===== src/hdl/plc_divider.sv =====
// Pipelined signed divider, truncating toward zero, one quotient bit a stage.
module plc_divider #(
  parameter int unsigned NumBits = 34,
  parameter int unsigned DenBits = 17,
  parameter int unsigned TagBits = 8
) (
  input  logic                      clk_i,
  input  logic                      rst_ni,
  input  logic                      en_i,
  input  logic                      valid_i,
  input  logic signed [NumBits-1:0] num_i,
  input  logic signed [DenBits-1:0] den_i,
  input  logic [TagBits-1:0]        tag_i,
  output logic                      valid_o,
  output logic signed [NumBits-1:0] quot_o,
  output logic [TagBits-1:0]        tag_o
);
  localparam int unsigned Stages = NumBits;

  logic [Stages:0]              vld_q;
  logic [NumBits-1:0]           rem_q [Stages+1];
  logic [NumBits-1:0]           quo_q [Stages+1];
  logic [DenBits-1:0]           den_q [Stages+1];
  logic [Stages:0]              neg_q;
  logic [TagBits-1:0]           tag_q [Stages+1];

  logic [NumBits-1:0] num_abs;
  logic [DenBits-1:0] den_abs;

  assign num_abs = num_i[NumBits-1] ? NumBits'(-num_i) : num_i;
  assign den_abs = den_i[DenBits-1] ? DenBits'(-den_i) : den_i;

  always_ff @(posedge clk_i or negedge rst_ni) begin
    if (!rst_ni) begin
      vld_q <= '0;
    end else if (en_i) begin
      vld_q <= {vld_q[Stages-1:0], valid_i};
    end
  end

  always_ff @(posedge clk_i) begin
    if (en_i) begin
      rem_q[0] <= '0;
      quo_q[0] <= num_abs;
      den_q[0] <= den_abs;
      neg_q[0] <= num_i[NumBits-1] ^ den_i[DenBits-1];
      tag_q[0] <= tag_i;
    end
  end

  for (genvar s = 0; s < Stages; s++) begin : g_stage
    logic [NumBits:0] shifted;
    logic [NumBits:0] diff;
    assign shifted = {rem_q[s], quo_q[s][NumBits-1]};
    assign diff    = shifted - (NumBits+1)'(den_q[s]);
    always_ff @(posedge clk_i) begin
      if (en_i) begin
        if (!diff[NumBits]) begin
          rem_q[s+1] <= diff[NumBits-1:0];
          quo_q[s+1] <= {quo_q[s][NumBits-2:0], 1'b1};
        end else begin
          rem_q[s+1] <= shifted[NumBits-1:0];
          quo_q[s+1] <= {quo_q[s][NumBits-2:0], 1'b0};
        end
        den_q[s+1] <= den_q[s];
        neg_q[s+1] <= neg_q[s];
        tag_q[s+1] <= tag_q[s];
      end
    end
  end

  assign valid_o = vld_q[Stages];
  assign quot_o  = neg_q[Stages] ? -$signed(quo_q[Stages]) : $signed(quo_q[Stages]);
  assign tag_o   = tag_q[Stages];
endmodule


===== config.mk =====
export PLATFORM = sky130hd
export DESIGN_NAME = plc_divider
export DESIGN_NICKNAME = d
export VERILOG_FILES = /design/src/hdl/plc_divider.sv
export SDC_FILE = /design/constraint.sdc
export NUM_CORES = 2
export LEC_CHECK = 0
export BUFFER_PORTS_ARGS = -buffer_cell sky130_fd_sc_hd__clkbuf_2
export CELL_PAD_IN_SITES_DETAIL_PLACEMENT = 1
export CELL_PAD_IN_SITES_GLOBAL_PLACEMENT = 1
export CORE_MARGIN = 1
export CORE_UTILIZATION = 30
export CTS_CLUSTER_DIAMETER = 80
export DETAILED_ROUTE_END_ITERATION = 10
export GPL_TIMING_DRIVEN = 0
export PLACE_DENSITY_LB_ADDON = 0.15
export SETUP_SLACK_MARGIN = 0.5
export SYNTH_ARGS = -nofsm -noshare
export SYNTH_HDL_FRONTEND = slang
export SYNTH_SLANG_ARGS = --single-unit

===== constraint.sdc =====
create_clock -name clk_i -period 4.35 [get_ports clk_i]
set_input_delay 0 -clock clk_i [delete_from_list [all_inputs] [get_ports clk_i]]
set_output_delay 0 -clock clk_i [all_outputs]
set_load 0.02 [all_outputs]

==> Implementation_results.wiki <==
{| class="wikitable"
! Metric !! Value
|-
| Outcome || finished, violations left
|-
| Failing checks || DRC
|-
| Initial Util || 0.301
|-
| Leading cell types by total area after synthesis || sky130_fd_sc_hd__edfxtp_1 (67%), sky130_fd_sc_hd__ha_1 (4.9%), sky130_fd_sc_hd__xor2_1 (3.3%)
|-
| Number of synthesized register bits || 3239
|-
| Proportion of total power due to net switching || 0.288
|-
| Type of element launching the critical path || register
|-
| Worst endpoint required time || 5.04 ns
|-
| Final slew viol count || 0
|-
| Max-slew headroom at the worst pin || 0.136
|-
| Share of cells above drive strength 1 || 0.130
|-
| Distinct cells, synth || 95
|-
| Net switching component of the power || 26300 µW
|-
| Maxcap violations || 0
|-
| DRT Pass-1 Iters || 8
|-
| Overall power of the completed layout || 91300 µW
|-
| Critical path class || reg2reg
|-
| Global-route total usage across every layer || 0.146
|-
| DPL Wire Length || 262000 µm
|-
| Number of design-rule violations left by the first detailed-router iteration || 4566
|-
| Critical Path Fanout Max || 6
|-
| Most used flip-flop cell after synthesis || sky130_fd_sc_hd__edfxtp_1
|-
| Wire length of the first global-routing pass || 552000 µm
|-
| H-tree depth reported by CTS || 5
|-
| DRC violation count after routing || 30
|-
| P per Cell Area || 529 nW/µm²
|-
| Core Rows || 254
|-
| Number of hold violations in the final report || 0
|-
| FMAX || 251 MHz
|-
| # fillers || 49628
|-
| Top Ports || 106
|-
| Clock slew at the register clock pins of the worst setup and hold paths || 0.06 ns
|-
| Vert. Die Dim || 695 µm
|-
| Maximum root-to-sink buffer count || 4
|-
| Antenna violations before repair || 22
|-
| Share of power burned in the clock network || 0.345
|-
| Leak || 0.0629 µW
|-
| IR drop worst, VDD || 0.532 mV
|-
| Final #Nets || 12015
|-
| Time the final worst path needs with I/O delays and setup || 3.99 ns
|-
| Clock root cell || sky130_fd_sc_hd__clkbuf_16
|-
| Final setup skew || 0.0849 ns
|-
| Detailed-route via count || 85375
|-
| Syn avg cell area || 13.7 µm²
|-
| Final setup violation count || 0
|-
| RePlAce Congestion || 0.853
|-
| Synthesized netlist cell count || 10501
|-
| Post-synthesis instance area || 144000 µm²
|-
| Kind of path behind the tightest hold check || in2async
|-
| Crit end category || register
|-
| Worst-margin pin slew || 1.30 ns
|-
| Gate power share || 0.199
|-
| Residual overflow from global routing || 0
|-
| Standard cell core area || 478000 µm²
|-
| Overall routed net length || 361000 µm
|-
| Horizontal extent of the die || 695 µm
|-
| Num CTS Buffers || 378
|-
| Arrival @ worst endpoint || 4.68 ns
|-
| Summed negative setup slack over all endpoints || 0 ns
|-
| Total Die Area || 483000 µm²
|-
| Number of nets with antenna violations after detailed routing || 0
|-
| Vias in the first global route || 91504
|-
| Area share of the largest cell type after synthesis || 0.668
|-
| Clock tree from TritonCTS || built
|-
| Count of buffers from port buffering || 103
|-
| Routed wire length per instance || 20.0 µm
|-
| Warnings, synthesis || 0
|-
| Synth area leader || sky130_fd_sc_hd__edfxtp_1
|-
| Synthesized net count || 11162
|-
| Number of synthesized flops with an enable pin || 3203
|-
| Synthesis-to-finish area growth || 19.8%
|-
| Sink count of the clock tree || 3239
|-
| P_int || 65000 µW
|-
| Clock latency on the worst-skew pair || 0.97 ns
|-
| Unrepaired setup endpoints after global routing || true
|-
| Via-per-instance ratio || 4.72
|-
| Share of synthesized area occupied by flip-flops and latches || 0.674
|-
| Proportion of synthesized flip-flops having asynchronous set or reset || 0.0108
|-
| Power share of the sequential group || 0.456
|-
| Tcrit/Tclk final || 0.917
|-
| Maximum number of pins on one net before global-route repair || 120
|}
-- layout by cell type, fill, tap and decap left out, types with 388 or more instances in the layout --
master,count
sky130_fd_sc_hd__a21oi_1,450
sky130_fd_sc_hd__nand2_1,797
sky130_fd_sc_hd__nor2_1,528
sky130_fd_sc_hd__clkbuf_16,388
sky130_fd_sc_hd__edfxtp_1,3203
sky130_fd_sc_hd__xnor2_1,510
sky130_fd_sc_hd__inv_1,721
sky130_fd_sc_hd__xor2_1,541
sky130_fd_sc_hd__ha_1,556
sky130_fd_sc_hd__o21ai_0,552
-- sequential cells by signal, indices dropped and copies added (netlist names) --
register  count
neg_q        35
vld_q        35
den_q       578
quo_q      1190
tag_q       280
rem_q      1121
-- power by group through the flow --
stage	Clock [µW]	Sequential (µW)	Combinational, µW
final	31500	41600	18200
after global routing	33700	42100	20300
after CTS	32600	41700	17600
after detailed placement	0	42300	16900
after global placement	0	42800	16100
after floorplan	0	41100	12300
-- per-layer routing --
| layer | global-route usage | part of all wire | vias up |
|---|---|---|---|
| met1 | 0.188 | 0.45 | 42904 |
| met5 | 0 | 0 | - |
| met4 | 0.0447 | 0.031 | 0 |
| li1 | - | - | 40694 |
| met2 | 0.255 | 0.49 | 1170 |
| met3 | 0.0168 | 0.030 | 607 |
-- stage by stage --
stage | setup WS (ns) | util | cells | hold slack, ns | area, µm²
4_1_cts | 0.233 | 0.356 | 17989 | 0.0345 | 170000
6_report | 0.362 | 0.361 | 18071 | 0.121 | 172000
5_1_grt | 0.209 | 0.361 | 18067 | 0.108 | 172000
3_5_place_dp | -2.51 | 0.322 | 17059 | 0.154 | 154000
3_3_place_gp | -28.45 | 0.319 | 17004 | 0.130 | 153000
2_1_floorplan | 0.390 | - | 10501 | -0.296 | 144000
-- critical path, cell delays in order, from the launching register on --
cell and delay (ns):
sky130_fd_sc_hd__edfxtp_1 0.41, sky130_fd_sc_hd__or4_4 0.57, sky130_fd_sc_hd__or4_4 0.46, sky130_fd_sc_hd__or4_4 0.45, sky130_fd_sc_hd__or3_4 0.35, sky130_fd_sc_hd__or4_4 0.50, sky130_fd_sc_hd__a21oi_4 0.16, sky130_fd_sc_hd__mux2i_4 0.26
sky130_fd_sc_hd__buf_12 0.16, sky130_fd_sc_hd__buf_12 0.14, sky130_fd_sc_hd__buf_4 0.12, sky130_fd_sc_hd__clkbuf_16 0.14, sky130_fd_sc_hd__o21ai_1 0.07
-- final cells by class --
class	count	area [µm²]	share of cell area
Sequential cell	3239	97100	0.563
Multi-Input combinational cell	6315	45600	0.264
Clock buffer	464	9890	0.0573
Tap cell	6400	8010	0.0464
Timing Repair Buffer	472	5180	0.0301
Inverter	738	2800	0.0162
Clock inverter	225	2440	0.0142
Buffer	210	1420	0.00824
Antenna cell	8	20.0	0.000116
-- timing repair --
action,in CTS,in global routing
buffers inserted,63,71
endpoints found under the setup margin,3157,817
pin swaps,35,83
gates resized for setup,305,404
gates cloned,6,3
hold buffers,172,0
endpoints found under the hold margin,342,0
-- kinds of logic (layout without fill, tap and decap cells) --
| group | count (synthesis) | count (layout) | synth area share |
|---|---|---|---|
| multiplexers | 147 | 148 | 0.0114 |
| XOR/XNOR | 1054 | 1054 | 0.0641 |
| AO/OA/AOI/OAI | 1855 | 1855 | 0.0798 |
| AND/OR/NAND/NOR | 2660 | 2660 | 0.0920 |
| other | 0 | 8 | 0 |
| buffers and inverters | 948 | 2109 | 0.0248 |
| adder cells (fa/ha/maj) | 598 | 598 | 0.0536 |
| flip-flops | 3239 | 3239 | 0.674 |
-- cell usage after synthesis, types with 23 or more instances --
cell and count:
sky130_fd_sc_hd__o21bai_1 41, sky130_fd_sc_hd__ha_1 566, sky130_fd_sc_hd__edfxtp_1 3203, sky130_fd_sc_hd__fa_1 32, sky130_fd_sc_hd__and2_1 76, sky130_fd_sc_hd__a211o_1 23, sky130_fd_sc_hd__nand4_1 41, sky130_fd_sc_hd__nand2_1 803
sky130_fd_sc_hd__nor3_1 260, sky130_fd_sc_hd__o211ai_1 34, sky130_fd_sc_hd__nand3_1 136, sky130_fd_sc_hd__inv_1 730, sky130_fd_sc_hd__clkbuf_1 189, sky130_fd_sc_hd__or4_1 95, sky130_fd_sc_hd__o21ai_0 584, sky130_fd_sc_hd__dfrtp_1 35
sky130_fd_sc_hd__o41ai_1 29, sky130_fd_sc_hd__nor2_1 535, sky130_fd_sc_hd__nor2b_1 64, sky130_fd_sc_hd__nand2b_1 160, sky130_fd_sc_hd__xnor2_1 511, sky130_fd_sc_hd__a211oi_1 77, sky130_fd_sc_hd__o31ai_1 77, sky130_fd_sc_hd__a21oi_1 469
sky130_fd_sc_hd__o21a_1 97, sky130_fd_sc_hd__xor2_1 543, sky130_fd_sc_hd__a31oi_1 45, sky130_fd_sc_hd__or3_1 116, sky130_fd_sc_hd__a21o_1 179, sky130_fd_sc_hd__nor4_1 162, sky130_fd_sc_hd__and3_1 36, sky130_fd_sc_hd__mux2_2 125
sky130_fd_sc_hd__nand3b_1 34, sky130_fd_sc_hd__or2_2 42
-- final timing paths --
kind,endpoint,slack [ns],startpoint,depth (start not counted)
max in group asynchronous,vld_q[20]$_DFFE_PN0P_,4.05,rst_ni,4
min in group clk_i,quo_q[0][30]$_DFFE_PP_,0.18,num_i[29],4
setup reg to reg,rem_q[28][13]$_DFFE_PP_,0.36,rem_q[27][21]$_DFFE_PP_,12
setup / recovery,rem_q[28][13]$_DFFE_PP_,0.36,rem_q[27][21]$_DFFE_PP_,12
hold reg to reg,quo_q[6][88]$_DFFE_PP_,0.36,quo_q[6][53]$_DFFE_PP_,0
hold / removal,vld_q[30]$_DFFE_PN0P_,0.12,rst_ni,4
Note: power is estimated with default switching activity, not from simulation.
